`config.mk`:
```
export PLATFORM = sky130hd
export DESIGN_NAME = ultrasonic_echo_averager_top_flat
export DESIGN_NICKNAME = d
export VERILOG_FILES = /design/src/uea_pkg.sv /design/src/uea_in_if.sv /design/src/uea_res_if.sv /design/src/ultrasonic_echo_averager_top.sv /design/src/uea_ctrl.sv /design/src/uea_dp.sv /design/src/flat_wrapper.sv
export SDC_FILE = /design/constraint.sdc
export NUM_CORES = 1
export LEC_CHECK = 0
export ABC_AREA = 1
export BUFFER_PORTS_ARGS = -buffer_cell sky130_fd_sc_hd__buf_4
export CELL_PAD_IN_SITES_DETAIL_PLACEMENT = 0
export CELL_PAD_IN_SITES_GLOBAL_PLACEMENT = 1
export CORE_MARGIN = 2
export CORE_UTILIZATION = 46
export DETAILED_ROUTE_END_ITERATION = 12
export PLACE_DENSITY = 0.8
export SETUP_SLACK_MARGIN = 0.1
export SYNTH_ARGS = -nofsm -noshare
export SYNTH_HDL_FRONTEND = slang
export SYNTH_HIERARCHICAL = 1
export SYNTH_SLANG_ARGS = --single-unit
```
`constraint.sdc`:
```
create_clock -name i_clk -period 4.4 [get_ports i_clk]
set_input_delay 0.66 -clock i_clk [delete_from_list [all_inputs] [get_ports i_clk]]
set_output_delay 0.66 -clock i_clk [all_outputs]
set_load 0.02 [all_outputs]
```
`src/uea_pkg.sv`:
```
// uea_pkg: shared types and constants for the ultrasonic echo averager
// no dependencies; imported by the controller, the datapath and the top level
`default_nettype none

package uea_pkg;

    // configuration port
    localparam int CFG_IDX_W  = 3;
    localparam int CFG_DATA_W = 17;

    // register widths
    localparam int SC_W   = 8;
    localparam int TO_W   = 16;
    localparam int GAP_W  = 17;
    localparam int TRIG_W = 8;

    // measurement counters
    localparam int TICK_W = 17;
    localparam int IDX_W  = 8;

    // result fields
    localparam int AVG_W = 16;
    localparam int VS_W  = 8;

    // register reset values
    localparam logic [SC_W-1:0]   SC_RST   = 8'd5;
    localparam logic [TO_W-1:0]   TO_RST   = 16'd30000;
    localparam logic [GAP_W-1:0]  GAP_RST  = 17'd50000;
    localparam logic [TRIG_W-1:0] THIGH_RST = 8'd10;
    localparam logic [TRIG_W-1:0] TLOW_RST  = 8'd2;

    typedef enum logic [CFG_IDX_W-1:0] {
        CFG_SAMPLE_COUNT = 3'd0,
        CFG_TIMEOUT_US   = 3'd1,
        CFG_GAP_US       = 3'd2,
        CFG_TRIG_HIGH_US = 3'd3,
        CFG_TRIG_LOW_US  = 3'd4
    } t_cfg_idx;

    // controller to datapath
    typedef struct packed {
        logic capture;   // latch the accepted item
        logic exec;      // apply the item to the measurement state
        logic div_init;  // load the divider
        logic div_step;  // one quotient bit
        logic load_out;  // write the result register
    } t_cmd;

    // datapath to controller
    typedef struct packed {
        logic div_need;  // run finished with at least one good sample
        logic div_last;  // this step produces the last quotient bit
        logic out_free;  // result register can take a new item
    } t_stat;

endpackage

`default_nettype wire

```
`src/uea_in_if.sv`:
```
// uea_in_if: input channel of the echo averager (valid/ready plus item payload)
// no dependencies
`default_nettype none

interface uea_in_if;
    logic valid;
    logic ready;
    logic kind;
    logic echo;

    modport source (output valid, output kind, output echo, input ready);
    modport sink   (input valid, input kind, input echo, output ready);
endinterface

`default_nettype wire

```
`src/uea_res_if.sv`:
```
// uea_res_if: result channel of the echo averager (valid/ready plus result payload)
// no dependencies
`default_nettype none

interface uea_res_if;
    logic        valid;
    logic        ready;
    logic        trigger;
    logic        busy_res;
    logic        done_res;
    logic        status;
    logic [15:0] average_us;
    logic [7:0]  valid_samples;

    modport source (output valid, output trigger, output busy_res, output done_res,
                    output status, output average_us, output valid_samples,
                    input ready);
    modport sink   (input valid, input trigger, input busy_res, input done_res,
                    input status, input average_us, input valid_samples,
                    output ready);
endinterface

`default_nettype wire

```
`src/ultrasonic_echo_averager_top.sv`:
```
// ultrasonic_echo_averager_top: hc-sr04 style echo timer that averages a run of samples
// depends on uea_pkg, uea_in_if, uea_res_if, uea_ctrl and uea_dp
`default_nettype none

//  channel   dir  handshake     payload
//  i_in      in   valid/ready   kind (0 tick, 1 start), echo
//  o_res     out  valid/ready   trigger, busy_res, done_res, status, average_us,
//                               valid_samples
//  i_cfg_*   in   write enable  i_cfg_idx selects the register, i_cfg_data its value
//
//  an item passes through accept, execute, decide and emit in turn; its result is written
//  to the result register in the emit step; an item that ends a run with at least one good
//  sample adds a divide step between decide and emit for the one-bit-a-cycle divider
//  a new item is accepted once the previous one has reached the result register,
//  even while that result still waits; the result register stalls only the emit step
//  synchronous active-low reset restores the register defaults and the idle phase

module ultrasonic_echo_averager_top
    import uea_pkg::*;
#(
    parameter int DURATION_BITS = 16,
    parameter int COUNT_BITS    = 8
) (
    input  wire                  i_clk,
    input  wire                  i_rst_n,
    uea_in_if.sink               i_in,
    uea_res_if.source            o_res,
    input  wire                  i_cfg_we,
    input  wire [CFG_IDX_W-1:0]  i_cfg_idx,
    input  wire [CFG_DATA_W-1:0] i_cfg_data
);

    // command and status between sequencer and datapath
    t_cmd  w_cmd;
    t_stat w_st;
    logic  w_in_ready;

    assign i_in.ready = w_in_ready;

    // sequencer: capture, execute, divide when a run ends, emit
    uea_ctrl u_ctrl (
        .i_clk      (i_clk),
        .i_rst_n    (i_rst_n),
        .i_in_valid (i_in.valid),
        .o_in_ready (w_in_ready),
        .i_st       (w_st),
        .o_cmd      (w_cmd)
    );

    // datapath: phase counters, running sum, divider and result register
    uea_dp #(
        .DURATION_BITS (DURATION_BITS),
        .COUNT_BITS    (COUNT_BITS)
    ) u_dp (
        .i_clk      (i_clk),
        .i_rst_n    (i_rst_n),
        .i_cmd      (w_cmd),
        .o_st       (w_st),
        .i_kind     (i_in.kind),
        .i_echo     (i_in.echo),
        .i_cfg_we   (i_cfg_we),
        .i_cfg_idx  (i_cfg_idx),
        .i_cfg_data (i_cfg_data),
        .o_res      (o_res)
    );

endmodule

`default_nettype wire

```
`src/uea_ctrl.sv`:
```
// uea_ctrl: sequencer for one item (capture, execute, optional divide, emit)
// depends on uea_pkg
`default_nettype none

module uea_ctrl
    import uea_pkg::*;
(
    input  wire   i_clk,
    input  wire   i_rst_n,
    input  wire   i_in_valid,
    output logic  o_in_ready,
    input  t_stat i_st,
    output t_cmd  o_cmd
);

    typedef enum logic [2:0] {
        S_IDLE,
        S_EXEC,
        S_DECIDE,
        S_DIV,
        S_EMIT
    } t_state;

    t_state r_state;
    t_state n_state;

    always_comb begin
        n_state = r_state;
        unique case (r_state)
            S_IDLE:   if (i_in_valid) n_state = S_EXEC;
            S_EXEC:   n_state = S_DECIDE;
            S_DECIDE: n_state = i_st.div_need ? S_DIV : S_EMIT;
            S_DIV:    if (i_st.div_last) n_state = S_EMIT;
            S_EMIT:   if (i_st.out_free) n_state = S_IDLE;
            default:  n_state = S_IDLE;
        endcase
    end

    always_ff @(posedge i_clk) begin
        if (!i_rst_n) begin
            r_state <= S_IDLE;
        end else begin
            r_state <= n_state;
        end
    end

    assign o_in_ready       = (r_state == S_IDLE);
    assign o_cmd.capture    = (r_state == S_IDLE) && i_in_valid;
    assign o_cmd.exec       = (r_state == S_EXEC);
    assign o_cmd.div_init   = (r_state == S_DECIDE);
    assign o_cmd.div_step   = (r_state == S_DIV);
    assign o_cmd.load_out   = (r_state == S_EMIT) && i_st.out_free;

endmodule

`default_nettype wire

```
`src/uea_dp.sv`:
```
// uea_dp: measurement state, configuration registers, serial divider, result register
// depends on uea_pkg and uea_res_if
`default_nettype none

module uea_dp
    import uea_pkg::*;
#(
    parameter int DURATION_BITS = 16,
    parameter int COUNT_BITS    = 8
) (
    input  wire                   i_clk,
    input  wire                   i_rst_n,
    input  t_cmd                  i_cmd,
    output t_stat                 o_st,
    input  wire                   i_kind,
    input  wire                   i_echo,
    input  wire                   i_cfg_we,
    input  wire [CFG_IDX_W-1:0]   i_cfg_idx,
    input  wire [CFG_DATA_W-1:0]  i_cfg_data,
    uea_res_if.source             o_res
);

    localparam int SUM_W = DURATION_BITS + COUNT_BITS;
    localparam int DCW   = $clog2(SUM_W);
    localparam int TEXT_W = TICK_W + DURATION_BITS;
    localparam int QEXT_W = SUM_W + AVG_W;
    localparam int GEXT_W = COUNT_BITS + VS_W;

    typedef enum logic [2:0] {
        PH_IDLE,
        PH_TLOW,
        PH_THIGH,
        PH_RISE,
        PH_HIGH,
        PH_GAP
    } t_phase;

    // configuration
    logic [SC_W-1:0]   r_sc;
    logic [TO_W-1:0]   r_to;
    logic [GAP_W-1:0]  r_gap;
    logic [TRIG_W-1:0] r_thigh;
    logic [TRIG_W-1:0] r_tlow;

    // captured item
    logic r_kind;
    logic r_echo;

    // measurement state
    t_phase                 r_phase, n_phase;
    logic [TICK_W-1:0]      r_tick, n_tick;
    logic [IDX_W-1:0]       r_idx, n_idx;
    logic [COUNT_BITS-1:0]  r_good, n_good;
    logic [SUM_W-1:0]       r_sum, n_sum;
    logic                   r_done, n_done;

    logic w_gap, w_end, w_start, w_finish;
    logic [TEXT_W-1:0]        w_tick_ext;
    logic [DURATION_BITS-1:0] w_dur;
    logic [SUM_W:0]           w_sum_add;

    // divider
    logic [COUNT_BITS-1:0] r_rem;
    logic [SUM_W-1:0]      r_quo;
    logic [DCW-1:0]        r_dcnt;
    logic [COUNT_BITS:0]   w_shift;
    logic                  w_qbit;
    logic [QEXT_W-1:0]     w_quo_ext;
    logic [AVG_W-1:0]      w_avg_sat;
    logic [GEXT_W-1:0]     w_good_ext;

    // result register
    logic             r_out_valid;
    logic             r_trigger;
    logic             r_busy;
    logic             r_done_o;
    logic             r_status;
    logic [AVG_W-1:0] r_avg;
    logic [VS_W-1:0]  r_vs;

    always_ff @(posedge i_clk) begin
        if (!i_rst_n) begin
            r_sc    <= SC_RST;
            r_to    <= TO_RST;
            r_gap   <= GAP_RST;
            r_thigh <= THIGH_RST;
            r_tlow  <= TLOW_RST;
        end else if (i_cfg_we) begin
            unique case (t_cfg_idx'(i_cfg_idx))
                CFG_SAMPLE_COUNT: r_sc    <= i_cfg_data[SC_W-1:0];
                CFG_TIMEOUT_US:   r_to    <= i_cfg_data[TO_W-1:0];
                CFG_GAP_US:       r_gap   <= i_cfg_data[GAP_W-1:0];
                CFG_TRIG_HIGH_US: r_thigh <= i_cfg_data[TRIG_W-1:0];
                CFG_TRIG_LOW_US:  r_tlow  <= i_cfg_data[TRIG_W-1:0];
                default: ;
            endcase
        end
    end

    always_ff @(posedge i_clk) begin
        if (i_cmd.capture) begin
            r_kind <= i_kind;
            r_echo <= i_echo;
        end
    end

    // saturated echo duration (ticks counted through the fall item) and saturating sum
    assign w_tick_ext = TEXT_W'(r_tick) + TEXT_W'(1);
    assign w_dur      = (|w_tick_ext[TEXT_W-1:DURATION_BITS]) ? '1
                                                              : w_tick_ext[DURATION_BITS-1:0];
    assign w_sum_add  = {1'b0, r_sum} + (SUM_W+1)'(w_dur);

    always_comb begin
        n_phase  = r_phase;
        n_tick   = r_tick;
        n_idx    = r_idx;
        n_good   = r_good;
        n_sum    = r_sum;
        n_done   = 1'b0;
        w_gap    = 1'b0;
        w_end    = 1'b0;
        w_start  = 1'b0;
        w_finish = 1'b0;

        if (r_kind) begin
            // start is ignored during a run
            if (r_phase == PH_IDLE) begin
                n_idx  = '0;
                n_good = '0;
                n_sum  = '0;
                if (r_sc == '0) w_finish = 1'b1;
                else            w_start  = 1'b1;
            end
        end else begin
            case (r_phase)
                PH_TLOW: begin
                    n_tick = r_tick + 1'b1;
                    if (n_tick >= TICK_W'(r_tlow)) begin
                        n_tick  = '0;
                        n_phase = PH_THIGH;
                    end
                end
                PH_THIGH: begin
                    n_tick = r_tick + 1'b1;
                    if (n_tick >= TICK_W'(r_thigh)) begin
                        n_tick  = '0;
                        n_phase = PH_RISE;
                    end
                end
                PH_RISE: begin
                    if (r_echo) begin
                        n_tick  = '0;
                        n_phase = PH_HIGH;
                    end else begin
                        n_tick = r_tick + 1'b1;
                        if (n_tick > TICK_W'(r_to)) w_gap = 1'b1;
                    end
                end
                PH_HIGH: begin
                    n_tick = r_tick + 1'b1;
                    if (!r_echo) begin
                        n_sum = w_sum_add[SUM_W] ? '1 : w_sum_add[SUM_W-1:0];
                        if (r_good != '1) n_good = r_good + 1'b1;
                        w_gap = 1'b1;
                    end else if (n_tick > TICK_W'(r_to)) begin
                        w_gap = 1'b1;
                    end
                end
                PH_GAP: begin
                    n_tick = r_tick + 1'b1;
                    if (n_tick >= r_gap) w_end = 1'b1;
                end
                default: begin
                    n_phase = PH_IDLE;
                    n_tick  = '0;
                end
            endcase
        end

        if (w_gap) begin
            n_tick  = '0;
            n_phase = PH_GAP;
            if (r_gap == '0) w_end = 1'b1;
        end
        if (w_end) begin
            n_idx = r_idx + 1'b1;
            if (n_idx >= IDX_W'(r_sc)) w_finish = 1'b1;
            else                       w_start  = 1'b1;
        end
        if (w_start) begin
            n_tick  = '0;
            n_phase = (r_tlow == '0) ? PH_THIGH : PH_TLOW;
        end
        if (w_finish) begin
            n_done  = 1'b1;
            n_phase = PH_IDLE;
            n_tick  = '0;
        end
    end

    always_ff @(posedge i_clk) begin
        if (!i_rst_n) begin
            r_phase <= PH_IDLE;
            r_tick  <= '0;
            r_idx   <= '0;
            r_good  <= '0;
            r_sum   <= '0;
            r_done  <= 1'b0;
        end else if (i_cmd.exec) begin
            r_phase <= n_phase;
            r_tick  <= n_tick;
            r_idx   <= n_idx;
            r_good  <= n_good;
            r_sum   <= n_sum;
            r_done  <= n_done;
        end
    end

    // restoring division of the sum by the good count, one quotient bit a cycle
    assign w_shift = {r_rem, r_quo[SUM_W-1]};
    assign w_qbit  = (w_shift >= {1'b0, r_good});

    always_ff @(posedge i_clk) begin
        if (i_cmd.div_init) begin
            r_rem  <= '0;
            r_quo  <= r_sum;
            r_dcnt <= '0;
        end else if (i_cmd.div_step) begin
            r_rem  <= w_qbit ? COUNT_BITS'(w_shift - {1'b0, r_good})
                             : w_shift[COUNT_BITS-1:0];
            r_quo  <= {r_quo[SUM_W-2:0], w_qbit};
            r_dcnt <= r_dcnt + 1'b1;
        end
    end

    assign w_quo_ext  = QEXT_W'(r_quo);
    assign w_avg_sat  = (|w_quo_ext[QEXT_W-1:AVG_W]) ? '1 : w_quo_ext[AVG_W-1:0];
    assign w_good_ext = GEXT_W'(r_good);

    assign o_st.div_need = r_done && (r_good != '0);
    assign o_st.div_last = (r_dcnt == DCW'(SUM_W - 1));
    assign o_st.out_free = !r_out_valid || o_res.ready;

    always_ff @(posedge i_clk) begin
        if (!i_rst_n) begin
            r_out_valid <= 1'b0;
        end else if (i_cmd.load_out) begin
            r_out_valid <= 1'b1;
        end else if (o_res.ready) begin
            r_out_valid <= 1'b0;
        end
    end

    always_ff @(posedge i_clk) begin
        if (i_cmd.load_out) begin
            r_trigger <= (r_phase == PH_THIGH);
            r_busy    <= (r_phase != PH_IDLE);
            r_done_o  <= r_done;
            r_status  <= r_done && (r_good == '0);
            r_avg     <= (r_done && (r_good != '0)) ? w_avg_sat : '0;
            r_vs      <= r_done ? w_good_ext[VS_W-1:0] : '0;
        end
    end

    assign o_res.valid         = r_out_valid;
    assign o_res.trigger       = r_trigger;
    assign o_res.busy_res      = r_busy;
    assign o_res.done_res      = r_done_o;
    assign o_res.status        = r_status;
    assign o_res.average_us    = r_avg;
    assign o_res.valid_samples = r_vs;

`ifndef SYNTHESIS
    a_phase_hold: assert property (@(posedge i_clk) disable iff (!i_rst_n)
        !i_cmd.exec |=> $stable(r_phase))
        else $error("measurement phase moved without an item");

    a_load_free: assert property (@(posedge i_clk) disable iff (!i_rst_n)
        i_cmd.load_out |-> (!r_out_valid || o_res.ready))
        else $error("result register overwritten while full");

    a_done_idle: assert property (@(posedge i_clk) disable iff (!i_rst_n)
        (r_out_valid && r_done_o) |-> (!r_busy && !r_trigger))
        else $error("finished run still reported busy");

    a_timeout_zero: assert property (@(posedge i_clk) disable iff (!i_rst_n)
        (r_out_valid && r_status) |-> (r_avg == '0 && r_done_o))
        else $error("timeout result carries an average");

    a_div_only_done: assert property (@(posedge i_clk) disable iff (!i_rst_n)
        i_cmd.div_step |-> (r_done && r_good != '0))
        else $error("divider running without a finished run");
`endif

endmodule

`default_nettype wire
```
`src/flat_wrapper.sv`:
```
// flat-port wrapper written by rule: the top's interface ports become plain ports
module ultrasonic_echo_averager_top_flat import uea_pkg::*;
#(
    parameter int DURATION_BITS = 16,
    parameter int COUNT_BITS    = 8
)
  (i_clk, i_rst_n, i_cfg_we, i_cfg_idx, i_cfg_data, i_in_valid, i_in_kind, i_in_echo, i_in_ready, o_res_valid, o_res_trigger, o_res_busy_res, o_res_done_res, o_res_status, o_res_average_us, o_res_valid_samples, o_res_ready);
  uea_in_if i_in_i ();
  uea_res_if o_res_i ();
  input  wire i_clk;
  input  wire i_rst_n;
  input  wire i_cfg_we;
  input  wire [CFG_IDX_W-1:0] i_cfg_idx;
  input  wire [CFG_DATA_W-1:0] i_cfg_data;
  input wire logic [$bits(i_in_i.valid)-1:0] i_in_valid;
  input wire logic [$bits(i_in_i.kind)-1:0] i_in_kind;
  input wire logic [$bits(i_in_i.echo)-1:0] i_in_echo;
  output wire logic [$bits(i_in_i.ready)-1:0] i_in_ready;
  output wire logic [$bits(o_res_i.valid)-1:0] o_res_valid;
  output wire logic [$bits(o_res_i.trigger)-1:0] o_res_trigger;
  output wire logic [$bits(o_res_i.busy_res)-1:0] o_res_busy_res;
  output wire logic [$bits(o_res_i.done_res)-1:0] o_res_done_res;
  output wire logic [$bits(o_res_i.status)-1:0] o_res_status;
  output wire logic [$bits(o_res_i.average_us)-1:0] o_res_average_us;
  output wire logic [$bits(o_res_i.valid_samples)-1:0] o_res_valid_samples;
  input wire logic [$bits(o_res_i.ready)-1:0] o_res_ready;
  assign i_in_i.valid = i_in_valid;
  assign i_in_i.kind = i_in_kind;
  assign i_in_i.echo = i_in_echo;
  assign i_in_ready = i_in_i.ready;
  assign o_res_valid = o_res_i.valid;
  assign o_res_trigger = o_res_i.trigger;
  assign o_res_busy_res = o_res_i.busy_res;
  assign o_res_done_res = o_res_i.done_res;
  assign o_res_status = o_res_i.status;
  assign o_res_average_us = o_res_i.average_us;
  assign o_res_valid_samples = o_res_i.valid_samples;
  assign o_res_i.ready = o_res_ready;
  ultrasonic_echo_averager_top #(.DURATION_BITS(DURATION_BITS), .COUNT_BITS(COUNT_BITS)) u_core (.i_clk(i_clk), .i_rst_n(i_rst_n), .i_in(i_in_i), .o_res(o_res_i), .i_cfg_we(i_cfg_we), .i_cfg_idx(i_cfg_idx), .i_cfg_data(i_cfg_data));
endmodule
```
==> results_dict.tcl <==
set metrics [dict create \
    setup_tns_ns 0 \
    drive_above_1_share 0.109 \
    cp.arrival_ns 4.18 \
    hold_ws_ns 0.424 \
    synth_warnings 6 \
    gp_congestion 0.861 \
    worst_pin_slew_ns 1.09 \
    grt_antenna_before_repair 0 \
    cts_buffer_depth 2 \
    core_area_sq_um 23500 \
    crit_type "flip-flop to flip-flop" \
    drtIter0Drc 610 \
    avgSynthCellArea_sq_um 7.61 \
    synth.distinct_cells 46 \
    min_period_ns 3.87 \
    die_height_um 159 \
    synth_area_sq_um 11000 \
    syn_to_final_growth_pct 12.6 \
    diodes 0 \
    rows 56 \
    grt_pass1_vias 9006 \
    synthFlopType "dfxtp_1" \
    grt_overflow 0 \
    max_freq_mhz 258 \
    synth-async-reset-ratio 0 \
    drt-pass1-iter-count 7 \
    vias_per_cell 5.21 \
    h-tree-depth 4 \
    dp_hpwl_um 20400 \
    grt_start_max_net_pins 83 \
    ir_drop_mv 0.290 \
    cts_buffers 17 \
    synth_edf_count 54 \
    cts_tree "done" \
    fin_skew_ns 0.0168 \
    worstSetupEndpointType "flip-flop" \
    nNetsFinal 1610 \
    vias 9510 \
    p_leak_nw 5.51 \
    clock-sinks 189 \
    synth_seq_cells 189 \
    rsz0062_at_grt "false" \
    drt-total-wl_um 27500 \
    synth_top_area_frac 0.246 \
    start_util 0.468 \
    cp_max_fo 16 \
    hold_viol 0 \
    io_pins 57 \
    seq_area_frac_synth 0.393 \
    finalPower_w 0.00680 \
    hold_path.class "input port to flip-flop" \
    rr_worst_depth 25 \
    wl_per_cell_um 15.0 \
    clkTransAtPathRegs_ns 0.07 \
    clock_latency_ns 0.44 \
    hold_depth 1 \
    clk_root_buffer_cell "clkbuf_16" \
    status "completed" \
    setup_viol 0 \
    die_w_um 159 \
    route.detailed.drc 0 \
    grt_pass1_wl_um 45200 \
    syn_nets 1560 \
    synth.area.top_cells "dfxtp_1, edfxtp_1, nand2_1" \
    period_share 0.880 \
    max_slew_margin 0.275 \
    die_area_sq_um 25200 \
    powerDensity_nw_per_um2 549 \
    port_buffers 56 \
    synth_cells 1445 \
    slew_viol_final 0 \
    grt_use_total 0.229 \
    ant_nets 0 \
    critPathRequiredTime_ns 4.71 \
    max_cap_violations 0 \
    yosysTopAreaCell "dfxtp_1" \
    start_kind "flip-flop" \
]
timing repair:
action | CTS | global route
buffers inserted | 0 | 1
resized for setup | 0 | 4
hold buffers | 0 | 0
endpoints found under the setup margin | 0 | 22
registers in the layout (all words and copies together), names as in the netlist, 16 cells and up:
register,cells
u_core/u_dp/r_sum,24
u_core/u_dp/o_res.average_us,16
u_core/u_dp/r_quo,24
u_core/u_dp/r_gap,17
u_core/u_dp/r_tick,17
u_core/u_dp/r_to,16
critical path, cell delays in order, from the launching register on:
cell and delay [ns]:
dfxtp_1 0.40, ha_2 0.24, inv_1 0.08, nor2_4 0.18, nand2_2 0.10, nor2_1 0.10, nand2_1 0.06, nand2_2 0.11
o21ai_1 0.14, inv_1 0.12, nand2_1 0.06, ha_1 0.25, fa_1 0.42, nand3_1 0.10, nand2_1 0.08, a21oi_1 0.16
o21bai_2 0.11, nand2_1 0.09, nand2_1 0.07, nand2_1 0.09, nand2_1 0.07, nand2_1 0.15, nor2_4 0.06, buf_4 0.18
o31ai_1 0.25, a21oi_1 0.09
where the power goes:
group          internal [W]  switching (W)
sequential          0.00212       0.000210
clock              0.000766       0.000783
combinational      0.000996        0.00192
total               0.00389        0.00291
worst paths after layout:
kind         slack [ns]              startpoint                endpoint
max                0.53   u_core/u_dp/r_tick[0]   u_core/u_dp/r_sum[22]
min reg2reg        0.47  u_core/u_dp/r_thigh[4]  u_core/u_dp/r_thigh[4]
min                0.42               i_in_kind      u_core/u_dp/r_kind
max reg2reg        0.53   u_core/u_dp/r_tick[0]   u_core/u_dp/r_sum[22]
per-stage QoR:
| step | util | instances | instance area [sq um] | setup WS, ns |
|---|---|---|---|---|
| floorplan | - | 1445 | 11000 | 0.369 |
| global placement | 0.501 | 1794 | 11800 | 0.391 |
| detailed placement | 0.501 | 1794 | 11800 | 0.344 |
| CTS | 0.527 | 1826 | 12400 | 0.295 |
| global route | 0.528 | 1827 | 12400 | 0.108 |
| finish | 0.528 | 1827 | 12400 | 0.528 |
layout by cell type, fill, tap and decap left out, drive strengths merged, types with 54 or more instances in the layout:
cell type	Yosys	routed
edfxtp	54	54
dfxtp	135	135
buf	9	75
inv	201	208
nor2	100	100
a21oi	174	174
nand2	303	303
o21ai	129	129
ha	86	86
nand3	60	60
layout make-up:
cell class	instances	area [sq um]
Tap cell	319	399
Timing Repair Buffer	75	563
Fill cell	2312	11100
Multi-Input combinational cell	1010	5750
Clock buffer	17	425
Inverter	202	758
Clock inverter	15	166
Sequential cell	189	4320
routing by layer:
metal / wire (um) / GRT usage / part of all wire / up-vias
li1: - / - / - / 4965
met1: 13400 / 0.312 / 0.49 / 4354
met2: 12700 / 0.384 / 0.46 / 160
met3: 854 / 0.0272 / 0.031 / 31
met4: 481 / 0.0652 / 0.018 / 0
met5: 0 / 0 / 0 / -
kinds of logic (layout without fill, tap and decap cells):
logic type                 after synthesis  in the layout  share of synthesized area
and+or+nand+nor                        543            543                      0.222
xor gates and xnor gates                29             29                     0.0231
buffers and inverters                  246            309                     0.0863
DFF                                    189            189                      0.393
AOI/OAI and AO/OA                      350            350                      0.174
adders and majority gates               88             88                      0.102
cells in the mapped netlist (5+ instances only):
master / count
edfxtp_1: 54
nand4_1: 25
clkbuf_1: 35
nor2_1: 92
nand3_1: 46
o21ai_0: 121
a21oi_2: 12
inv_2: 6
nand3b_1: 6
o21bai_1: 5
xnor2_1: 7
o21ai_1: 8
nand2_1: 299
nor3_1: 25
o211ai_1: 20
a31oi_1: 5
ha_1: 86
or2_2: 7
dfxtp_1: 135
nor4_1: 13
inv_1: 195
xor2_1: 22
nand3_2: 14
nor2_4: 5
a21oi_1: 162
Note: power is estimated with default switching activity, not from simulation.
